$ cat config.mk
export PLATFORM = sky130hd
export DESIGN_NAME = ptd_ctrl
export DESIGN_NICKNAME = d
export VERILOG_FILES = /design/src/rtl/ptd_pkg.sv /design/src/rtl/ptd_ctrl.sv
export VERILOG_INCLUDE_DIRS = /design/src /design/src/rtl
export SDC_FILE = /design/constraint.sdc
export NUM_CORES = 1
export LEC_CHECK = 0
export ABC_CLOCK_PERIOD_IN_PS = 2460
export BUFFER_PORTS_ARGS = -buffer_cell sky130_fd_sc_hd__buf_4
export CAP_MARGIN = 20
export CORE_UTILIZATION = 55
export CTS_BUF_LIST = sky130_fd_sc_hd__clkbuf_4 sky130_fd_sc_hd__clkbuf_8 sky130_fd_sc_hd__clkbuf_16
export CTS_CLUSTER_DIAMETER = 120
export DETAILED_ROUTE_END_ITERATION = 8
export PLACE_DENSITY = 0.78
export SLEW_MARGIN = 20
export SYNTH_ARGS = -nofsm -noshare
export SYNTH_HDL_FRONTEND = slang
export SYNTH_SLANG_ARGS = --single-unit
$ cat constraint.sdc
create_clock -name clk -period 2.46 [get_ports clk]
set_input_delay 0.492 -clock clk [delete_from_list [all_inputs] [get_ports clk]]
set_output_delay 0.492 -clock clk [all_outputs]
set_load 0.02 [all_outputs]
$ cat src/rtl/pose_template_distance_core_defines.svh
// assertion macros shared by the rtl
`ifndef POSE_TEMPLATE_DISTANCE_CORE_DEFINES_SVH
`define POSE_TEMPLATE_DISTANCE_CORE_DEFINES_SVH

// implication checked on every rising clock edge outside reset
`define PTD_ASSERT_IMP(label, clk, rst_n, a, c, msg) \
	label: assert property (@(posedge clk) disable iff (!rst_n) (a) |-> (c)) \
		else $error(msg);

// next-cycle implication
`define PTD_ASSERT_NXT(label, clk, rst_n, a, c, msg) \
	label: assert property (@(posedge clk) disable iff (!rst_n) (a) |=> (c)) \
		else $error(msg);

`endif

$ cat src/rtl/ptd_pkg.sv
package ptd_pkg;

	localparam int unsigned IDX_W   = 6;
	localparam int unsigned DIST_W  = 18;
	localparam int unsigned SLOT_W  = 3;
	localparam int unsigned COORD_W = 16;
	localparam int unsigned SQ_W    = 34;
	localparam int unsigned SUM_W   = 38;
	localparam int unsigned ROOT_W  = 19;
	localparam logic [DIST_W-1:0] DIST_MAX = 18'h3FFFF;

	localparam logic signed [COORD_W:0] DEG90  = 17'sd1440;
	localparam logic signed [COORD_W:0] DEG270 = 17'sd4320;
	localparam logic signed [COORD_W:0] DEG360 = 17'sd5760;

	localparam logic ACT_ADD   = 1'b0;
	localparam logic ACT_QUERY = 1'b1;

	// controller to datapath
	typedef struct packed {
		logic clr_sum;
		logic acc;
		logic root_start;
		logic load_out;
	} ptd_cmd_t;

	// datapath to controller
	typedef struct packed {
		logic root_busy;
	} ptd_sts_t;

	// wrap-aware angle difference
	function automatic logic [COORD_W:0] angle_diff(input logic signed [COORD_W-1:0] a,
			input logic signed [COORD_W-1:0] b);
		logic signed [COORD_W:0] ea;
		logic signed [COORD_W:0] eb;
		logic signed [COORD_W+1:0] d;
		ea = {a[COORD_W-1], a};
		eb = {b[COORD_W-1], b};
		if (ea >= DEG270 && ea <= DEG360 && eb >= 0 && eb <= DEG90)
			d = {DEG360[COORD_W], DEG360} - {ea[COORD_W], ea} + {eb[COORD_W], eb};
		else if (eb >= DEG270 && eb <= DEG360 && ea >= 0 && ea <= DEG90)
			d = {DEG360[COORD_W], DEG360} - {eb[COORD_W], eb} + {ea[COORD_W], ea};
		else begin
			d = {ea[COORD_W], ea} - {eb[COORD_W], eb};
			if (d < 0)
				d = -d;
		end
		return d[COORD_W:0];
	endfunction

	// plain absolute difference
	function automatic logic [COORD_W:0] abs_diff(input logic signed [COORD_W-1:0] a,
			input logic signed [COORD_W-1:0] b);
		logic signed [COORD_W:0] d;
		d = {a[COORD_W-1], a} - {b[COORD_W-1], b};
		if (d < 0)
			d = -d;
		return d[COORD_W:0];
	endfunction

endpackage

$ cat src/rtl/ptd_ctrl.sv
`include "pose_template_distance_core_defines.svh"
module ptd_ctrl #(
	parameter int unsigned MAX_SAMPLES = 64,
	parameter int unsigned FEATURES    = 6
) (
	input  logic                               clk,
	input  logic                               arst_n,
	input  logic                               in_fire,
	input  logic                               action,
	input  logic [ptd_pkg::SLOT_W-1:0]         slot,
	output logic                               in_ready,
	output logic                               st_we,
	output logic [$clog2(MAX_SAMPLES*FEATURES)-1:0] st_waddr,
	output logic                               q_we,
	output logic                               rd_en,
	output logic [$clog2(MAX_SAMPLES*FEATURES)-1:0] st_raddr,
	output logic [ptd_pkg::SLOT_W-1:0]         q_raddr,
	output ptd_pkg::ptd_cmd_t                  cmd,
	input  ptd_pkg::ptd_sts_t                  sts,
	output logic                               out_valid,
	input  logic                               out_ready,
	output logic [ptd_pkg::IDX_W-1:0]          out_idx,
	output logic                               out_last
);
	import ptd_pkg::*;

	localparam int unsigned ADDR_W = $clog2(MAX_SAMPLES * FEATURES);
	localparam int unsigned CNT_W  = $clog2(MAX_SAMPLES + 1);

	typedef enum logic [4:0] {
		S_IDLE  = 5'b00001,
		S_READ  = 5'b00010,
		S_DRAIN = 5'b00100,
		S_ROOT  = 5'b01000,
		S_OUT   = 5'b10000
	} state_t;

	state_t state_q;
	logic [CNT_W-1:0] count_q;
	logic [CNT_W-1:0] row_q;
	logic [SLOT_W-1:0] rslot_q;
	logic [ADDR_W-1:0] base_q;
	logic [ADDR_W-1:0] wbase_q;
	logic [2:0] acc_pipe_q;
	logic [2:0] drain_q;
	logic ok_slot;
	logic last_row;

	assign ok_slot  = ({1'b0, slot} < (SLOT_W + 1)'(FEATURES));
	assign in_ready = (state_q == S_IDLE);
	assign st_we    = in_fire && ok_slot && action == ACT_ADD && count_q < CNT_W'(MAX_SAMPLES);
	assign st_waddr = wbase_q + ADDR_W'(slot);
	assign q_we     = in_fire && ok_slot && action == ACT_QUERY;
	assign rd_en    = (state_q == S_READ);
	assign st_raddr = base_q + ADDR_W'(rslot_q);
	assign q_raddr  = rslot_q;
	assign last_row = (row_q + 1'b1 == count_q);
	assign out_valid = (state_q == S_OUT);
	assign out_idx  = IDX_W'(row_q);
	assign out_last = last_row;

	assign cmd.clr_sum    = (state_q == S_IDLE) || (state_q == S_OUT);
	assign cmd.acc        = acc_pipe_q[2];
	assign cmd.root_start = (state_q == S_DRAIN) && (drain_q == 3'd0) && !acc_pipe_q[2];
	assign cmd.load_out   = (state_q == S_ROOT) && !sts.root_busy;

	// sequencer
	always_ff @(posedge clk or negedge arst_n) begin
		if (!arst_n) begin
			state_q    <= S_IDLE;
			count_q    <= '0;
			row_q      <= '0;
			rslot_q    <= '0;
			base_q     <= '0;
			wbase_q    <= '0;
			acc_pipe_q <= '0;
			drain_q    <= '0;
		end else begin
			acc_pipe_q <= {acc_pipe_q[1:0], rd_en};
			unique case (state_q)
				S_IDLE: begin
					if (st_we && slot == SLOT_W'(FEATURES - 1)) begin
						count_q <= count_q + 1'b1;
						wbase_q <= wbase_q + ADDR_W'(FEATURES);
					end
					if (q_we && slot == SLOT_W'(FEATURES - 1) && count_q != '0) begin
						state_q <= S_READ;
						row_q   <= '0;
						base_q  <= '0;
						rslot_q <= '0;
					end
				end
				S_READ: begin
					if (rslot_q == SLOT_W'(FEATURES - 1)) begin
						state_q <= S_DRAIN;
						drain_q <= 3'd3;
					end else begin
						rslot_q <= rslot_q + 1'b1;
					end
				end
				S_DRAIN: begin
					if (drain_q != 3'd0)
						drain_q <= drain_q - 1'b1;
					else
						state_q <= S_ROOT;
				end
				S_ROOT: begin
					if (!sts.root_busy)
						state_q <= S_OUT;
				end
				S_OUT: begin
					if (out_ready) begin
						if (last_row) begin
							state_q <= S_IDLE;
						end else begin
							state_q <= S_READ;
							row_q   <= row_q + 1'b1;
							base_q  <= base_q + ADDR_W'(FEATURES);
							rslot_q <= '0;
						end
					end
				end
				default: state_q <= S_IDLE;
			endcase
		end
	end

	`PTD_ASSERT_IMP(a_onehot, clk, arst_n, 1'b1, $onehot(state_q), "state not one-hot")
	`PTD_ASSERT_IMP(a_count_max, clk, arst_n, 1'b1, count_q <= CNT_W'(MAX_SAMPLES),
		"sample count overflow")
	`PTD_ASSERT_IMP(a_out_row, clk, arst_n, out_valid, row_q < count_q,
		"output row beyond table")
endmodule

# After elaboration in Yosys (flattened, before gate mapping)
# Index checks and enable logic that the tools add are counted.
dict set report word_totals {
  reg_bits 46
  input_bits 9
  output_inout_bits 37
  wordCells 82
}
dict set report classes {
  add_sub_neg 8
  n_lt_le_gt_ge 2
  n_eq_ne 16
  muxes 23
  n_bitwise 1
  n_reduce_logical 24
}
# cell n
set ops {}
lappend ops {{9-bit 2-to-1 mux} 3}
lappend ops {{5-bit 2-to-1 mux} 5}
lappend ops {{5-bit one-hot mux with 5 select lines} 1}
lappend ops {{7-bit 2-to-1 mux} 3}
lappend ops {{9-bit by 3-bit adder with 9-bit output} 2}
lappend ops {{9-bit by 3-bit adder with 9-bit output (second input constant)} 2}
lappend ops {{3-bit 2-to-1 mux} 6}
lappend ops {{9-bit one-hot mux with 2 select lines} 1}
lappend ops {{7-bit by 1-bit adder with 7-bit output (second input constant)} 2}
lappend ops {{7-bit one-hot mux with 2 select lines} 1}
lappend ops {{1-bit logical AND} 10}
lappend ops {{5-bit AND reduction} 2}
lappend ops {{3-bit one-hot mux with 3 select lines} 1}
lappend ops {{2-bit by 1-bit inequality test with 1-bit output (second input constant)} 4}
lappend ops {{2-bit inequality test (second input constant)} 4}
lappend ops {{7-bit == test} 1}
lappend ops {{7-bit < comparator (second input constant)} 1}
lappend ops {{7-bit nonzero test} 1}
lappend ops {{3-bit == test (second input constant)} 2}
lappend ops {{3-bit one-hot mux with 2 select lines} 1}
lappend ops {{3-bit nonzero test} 2}
lappend ops {{5-bit by 1-bit == test with 1-bit output (second input constant)} 1}
lappend ops {{5-bit by 2-bit == test with 1-bit output (second input constant)} 1}
lappend ops {{5-bit by 3-bit == test with 1-bit output (second input constant)} 1}
lappend ops {{other kinds (14)} 16}

# Logic depth before layout (Yosys ltp)
dict set report logic_depth {
  word_depth 7
  ltp_mapped 9
  ltp_nobuf 8
}

# Least setup slack after synthesis
# Ideal clock, no wire load.
dict set report synth_path {
  kind {input-to-output}
  from {input port slot[1] (netlist bit)}
  to {output port st_waddr[7]}
  arrival_time_ns 1.650
  required_time_ns 1.968
  path_slack_ns 0.318
  path_stages 5
  n_path_buf 0
  path_cell_list {ha_1 -> inv_1 -> fa_1 -> nand3b_1 -> xnor2_1}
}
dict set report synth_via {
  elab_chain_len 1
}
# element line_no
set synth_lines {}
lappend synth_lines {{start: declaration} ptd_ctrl.sv:10} ;# input logic [ptd_pkg::SLOT_W-1:0] slot,
lappend synth_lines {{9-bit by 3-bit adder with 9-bit output} ptd_ctrl.sv:52} ;# assign st_waddr = wbase_q + ADDR_W'(slot);
lappend synth_lines {{end: declaration} ptd_ctrl.sv:13} ;# output logic [$clog2(MAX_SAMPLES*FEATURES)-1:0] st_waddr,
# No other way between the ends.

# Worst setup path after layout
dict set report layout_path {
  from {register row_q[1]}
  to {output port out_last}
}
dict set report layout_via {
  elab_chain_len 2
}
# element line_no
set layout_lines {}
lappend layout_lines {{start: declaration} ptd_ctrl.sv:40} ;# logic [CNT_W-1:0] row_q;
lappend layout_lines {{start signal: assignment} ptd_ctrl.sv:117} ;# row_q <= row_q + 1'b1;
lappend layout_lines {{7-bit by 1-bit adder with 7-bit output} ptd_ctrl.sv:57} ;# assign last_row = (row_q + 1'b1 == count_q);
lappend layout_lines {{7-bit == test} ptd_ctrl.sv:57}
lappend layout_lines {{end: declaration} ptd_ctrl.sv:23} ;# output logic out_last
# No other way between the ends.

==> results.yml <==
status:
  status: "finished, final reports clean"
synth:
  syn_avg_cell_area_um2: 9.39
  synthCells: 295
  synth_top_cell_by_area: "dfrtp_1"
  synthMuxAreaShare_pct: 0.362
  synth_nets: 318
  synthAdderAreaFrac_pct: 6.60
  syn_area_mm2: 0.00277
  synth-edff-count: 0
  ys_types: 59
  yosys.area_share.xor_xnor_pct: 12.0
  synthArstFlopShare_pct: 100
  synthTopCellsByArea: "dfrtp_1, xor2_1, ha_1"
  synthSimpleGateAreaFrac_pct: 20.2
  ys_dominant_reg_cell: "dfrtp_1"
  yosys_warnings: 0
  ys_seq_elements: 44
  yosysSeqAreaShare_pct: 39.8
  synth_compound_area_share_pct: 13.4
  synth_top_cell_area_share_pct: 38.9
  synth_top_family_by_area: "simple AND/OR/NAND/NOR gates"
final_layout:
  fill_cells: 382
  finalNonFillerCells: 407
  synthToLayoutAreaGrowth_pct: 19.7
  multiInputGateArea_mm2: 0.00150
  register_area_mm2: 0.00110
  layout_commonest_cell: "buf_4"
  antenna_cells: 0
  layout_common_cells: "buf_4, dfrtp_1, nand2_1"
  final_area_mm2: 0.00332
  nets: 362
  drive_above_1_share_pct: 25.0
detailed_routing:
  drt-total-wl_mm: 5.58
  drt_first_pass_iters: 6
  antenna_left: 0
  viasPerCell: 5.45
  drtIter0Drc: 122
  vias: 2217
  remaining_drc_errors: 0
  routedWlPerCell_um: 13.7
die:
  start_util_pct: 57.9
  pin_count: 46
  core_area_mm2: 0.00479
  die_area_mm2: 0.00532
  dieHeight_um: 73.0
  dieWidth_um: 73.0
  placementRows: 25
hold_path:
  hold_path_class: "in2async"
placement:
  place.gp.congestion: 0.932
  placed_area_mm2: 0.00311
  dp_slack_ps: 154
  place_inst: 394
  port-buffer-count: 45
  dp_hpwl_mm: 4.04
power:
  power_density_mw_per_mm2: 852
  vdd_ir_drop_max_v: 0.000575
  totalPowerFinal_mw: 2.82
  pwr-share-comb_pct: 43.7
  p_sw_share_pct: 39.1
  p_seq_share_pct: 35.5
  p_leak_nw: 1.61
  pwr-share-clk_pct: 20.8
  power.switching_mw: 1.10
  internal_power_mw: 1.72
setup_path:
  critical_path_class: "reg2out"
  slowest_delay_ps: 410
  cp_common_cell: "buf_4"
  slowest_stage: "dfrtp_1"
  crit_arrival_ps: 1870
  reg2regPathDepth: 9
  worstReg2RegEnd: "q_raddr[2]"
  cp-start-kind: "register"
  timing.reg2reg.setup_slack_ps: 150
  end_kind: "output port"
  cp.required_ps: 1970
  rr_startpoint: "count_q[0]"
  worstPathCellList: "buf_4 > buf_4 > nand3_2 > xnor2_1 > nor4b_2 > nand4_2 > inv_2 > buf_6"
  worst-path-max-fanout: 4
timing:
  finalCritPeriodShare_pct: 96.2
  grt_setup_unrepaired: "yes"
  finalClockSkew_ps: 11.7
  max_freq_ghz: 0.423
  final.setup.worst_slack_ps: 93.9
  drv_slew: 0
  fin_crit_ps: 2370
  finalSetupViolCount: 0
  tightest_slew_ps: 567
  hold_violations: 0
  slew_headroom_pct: 61.8
global_route:
  grt_max_degree: 45
  antenna_found_initial: 0
  grt_pass1_vias: 2034
  grtUsageTotal_pct: 23.1
  globalRouteOverflowTotal: 0
  grt_pass1_wl_mm: 9.37
run:
  maxCapViolCount: 0
clock_network:
  insertion_delay_ps: 310
  cts.sinks: 44
  cts_tree: "yes"
  cts_inserted_buffers: 5
  clk_path_buf_depth: 2
  root_buffer: "clkbuf_8"
  path_clk_slew_ps: 80
  postCtsHoldBufs: 0
  htree_levels: 2
-- registers in the layout (all words and copies together), names as in the netlist --
signal and cells:
base_q 8, wbase_q 8, count_q 7, row_q 7, state_q 5, acc_pipe_q 3, drain_q 3, q_raddr 3
-- power by group through the flow --
stage	logic [mW]	registers (mW)	clock network (mW)
3_5_place_dp	1.20	1.01	0
4_1_cts	1.22	0.998	0.601
3_3_place_gp	1.18	1.01	0
2_1_floorplan	0.834	0.987	0
6_report	1.23	1.00	0.589
5_1_grt	1.37	1.02	0.628
-- logic make-up after synthesis --
group | after synthesis
AOI/OAI and AO/OA | 54
DFF | 44
adders and majority gates | 14
buffers and inverters | 42
muxes | 1
xor gates and xnor gates | 38
and+or+nand+nor | 102
-- cell type report --
type	count	area share (%)
clock buffers	6	2.49
clock inverters	2	1.17
inverters	23	2.60
multi-input cells	209	45.2
flip-flops and latches	44	33.2
well taps	67	2.53
repair buffers	56	12.8
-- per-stage QoR --
stage / hold WS [ps] / util, % / setup TNS, ps
final: 174 / 69.3 / 0
after floorplan: 196 / - / 0
after global routing: 221 / 69.3 / -37.3
after CTS: 184 / 68.0 / 0
after detailed placement: 339 / 65.0 / 0
after global placement: 335 / 65.0 / 0
-- synth_stat cells, drive strengths merged (10+ instances only) --
| master | instances |
|---|---|
| xor2 | 20 |
| inv | 22 |
| nand2 | 28 |
| ha | 13 |
| xnor2 | 18 |
| o21ai | 17 |
| nand3 | 11 |
| nor2 | 19 |
| nor3 | 10 |
| dfrtp | 43 |
| buf | 13 |
-- what timing repair did --
item                                    4_1_cts  5_1_grt
buffers inserted                              2        3
endpoints found under the setup margin        3        2
pin swaps                                     1        5
gates resized for setup                       2        7
endpoints found under the hold margin         0        0
-- worst max-delay path: cells and delay by family (launching register included) --
family / cells / cell delay (ps)
XOR/XNOR: 1 / 170
buffers and inverters: 4 / 460
flip-flops: 1 / 410
AND/OR/NAND/NOR: 3 / 530
-- per-layer routing --
metal | GRT usage (%) | part of all wire [%] | routed length (um)
met5 | 0 | 0 | 0
met4 | 9.59 | 1.7 | 93
met3 | 4.97 | 4.3 | 240
met2 | 35.8 | 46 | 2570
met1 | 31.5 | 48 | 2670
-- worst max path at each step --
stage	end	slack [ps]	from
6_report	out_last	90	row_q[1]
3_3_place_gp	q_raddr[2]	160	count_q[0]
4_1_cts	out_last	3	row_q[1]
5_1_grt	out_last	-40	row_q[1]
2_1_floorplan	st_waddr[7]	320	slot[1]
3_5_place_dp	q_raddr[2]	150	count_q[0]
Note: power is estimated with default switching activity, not from simulation.
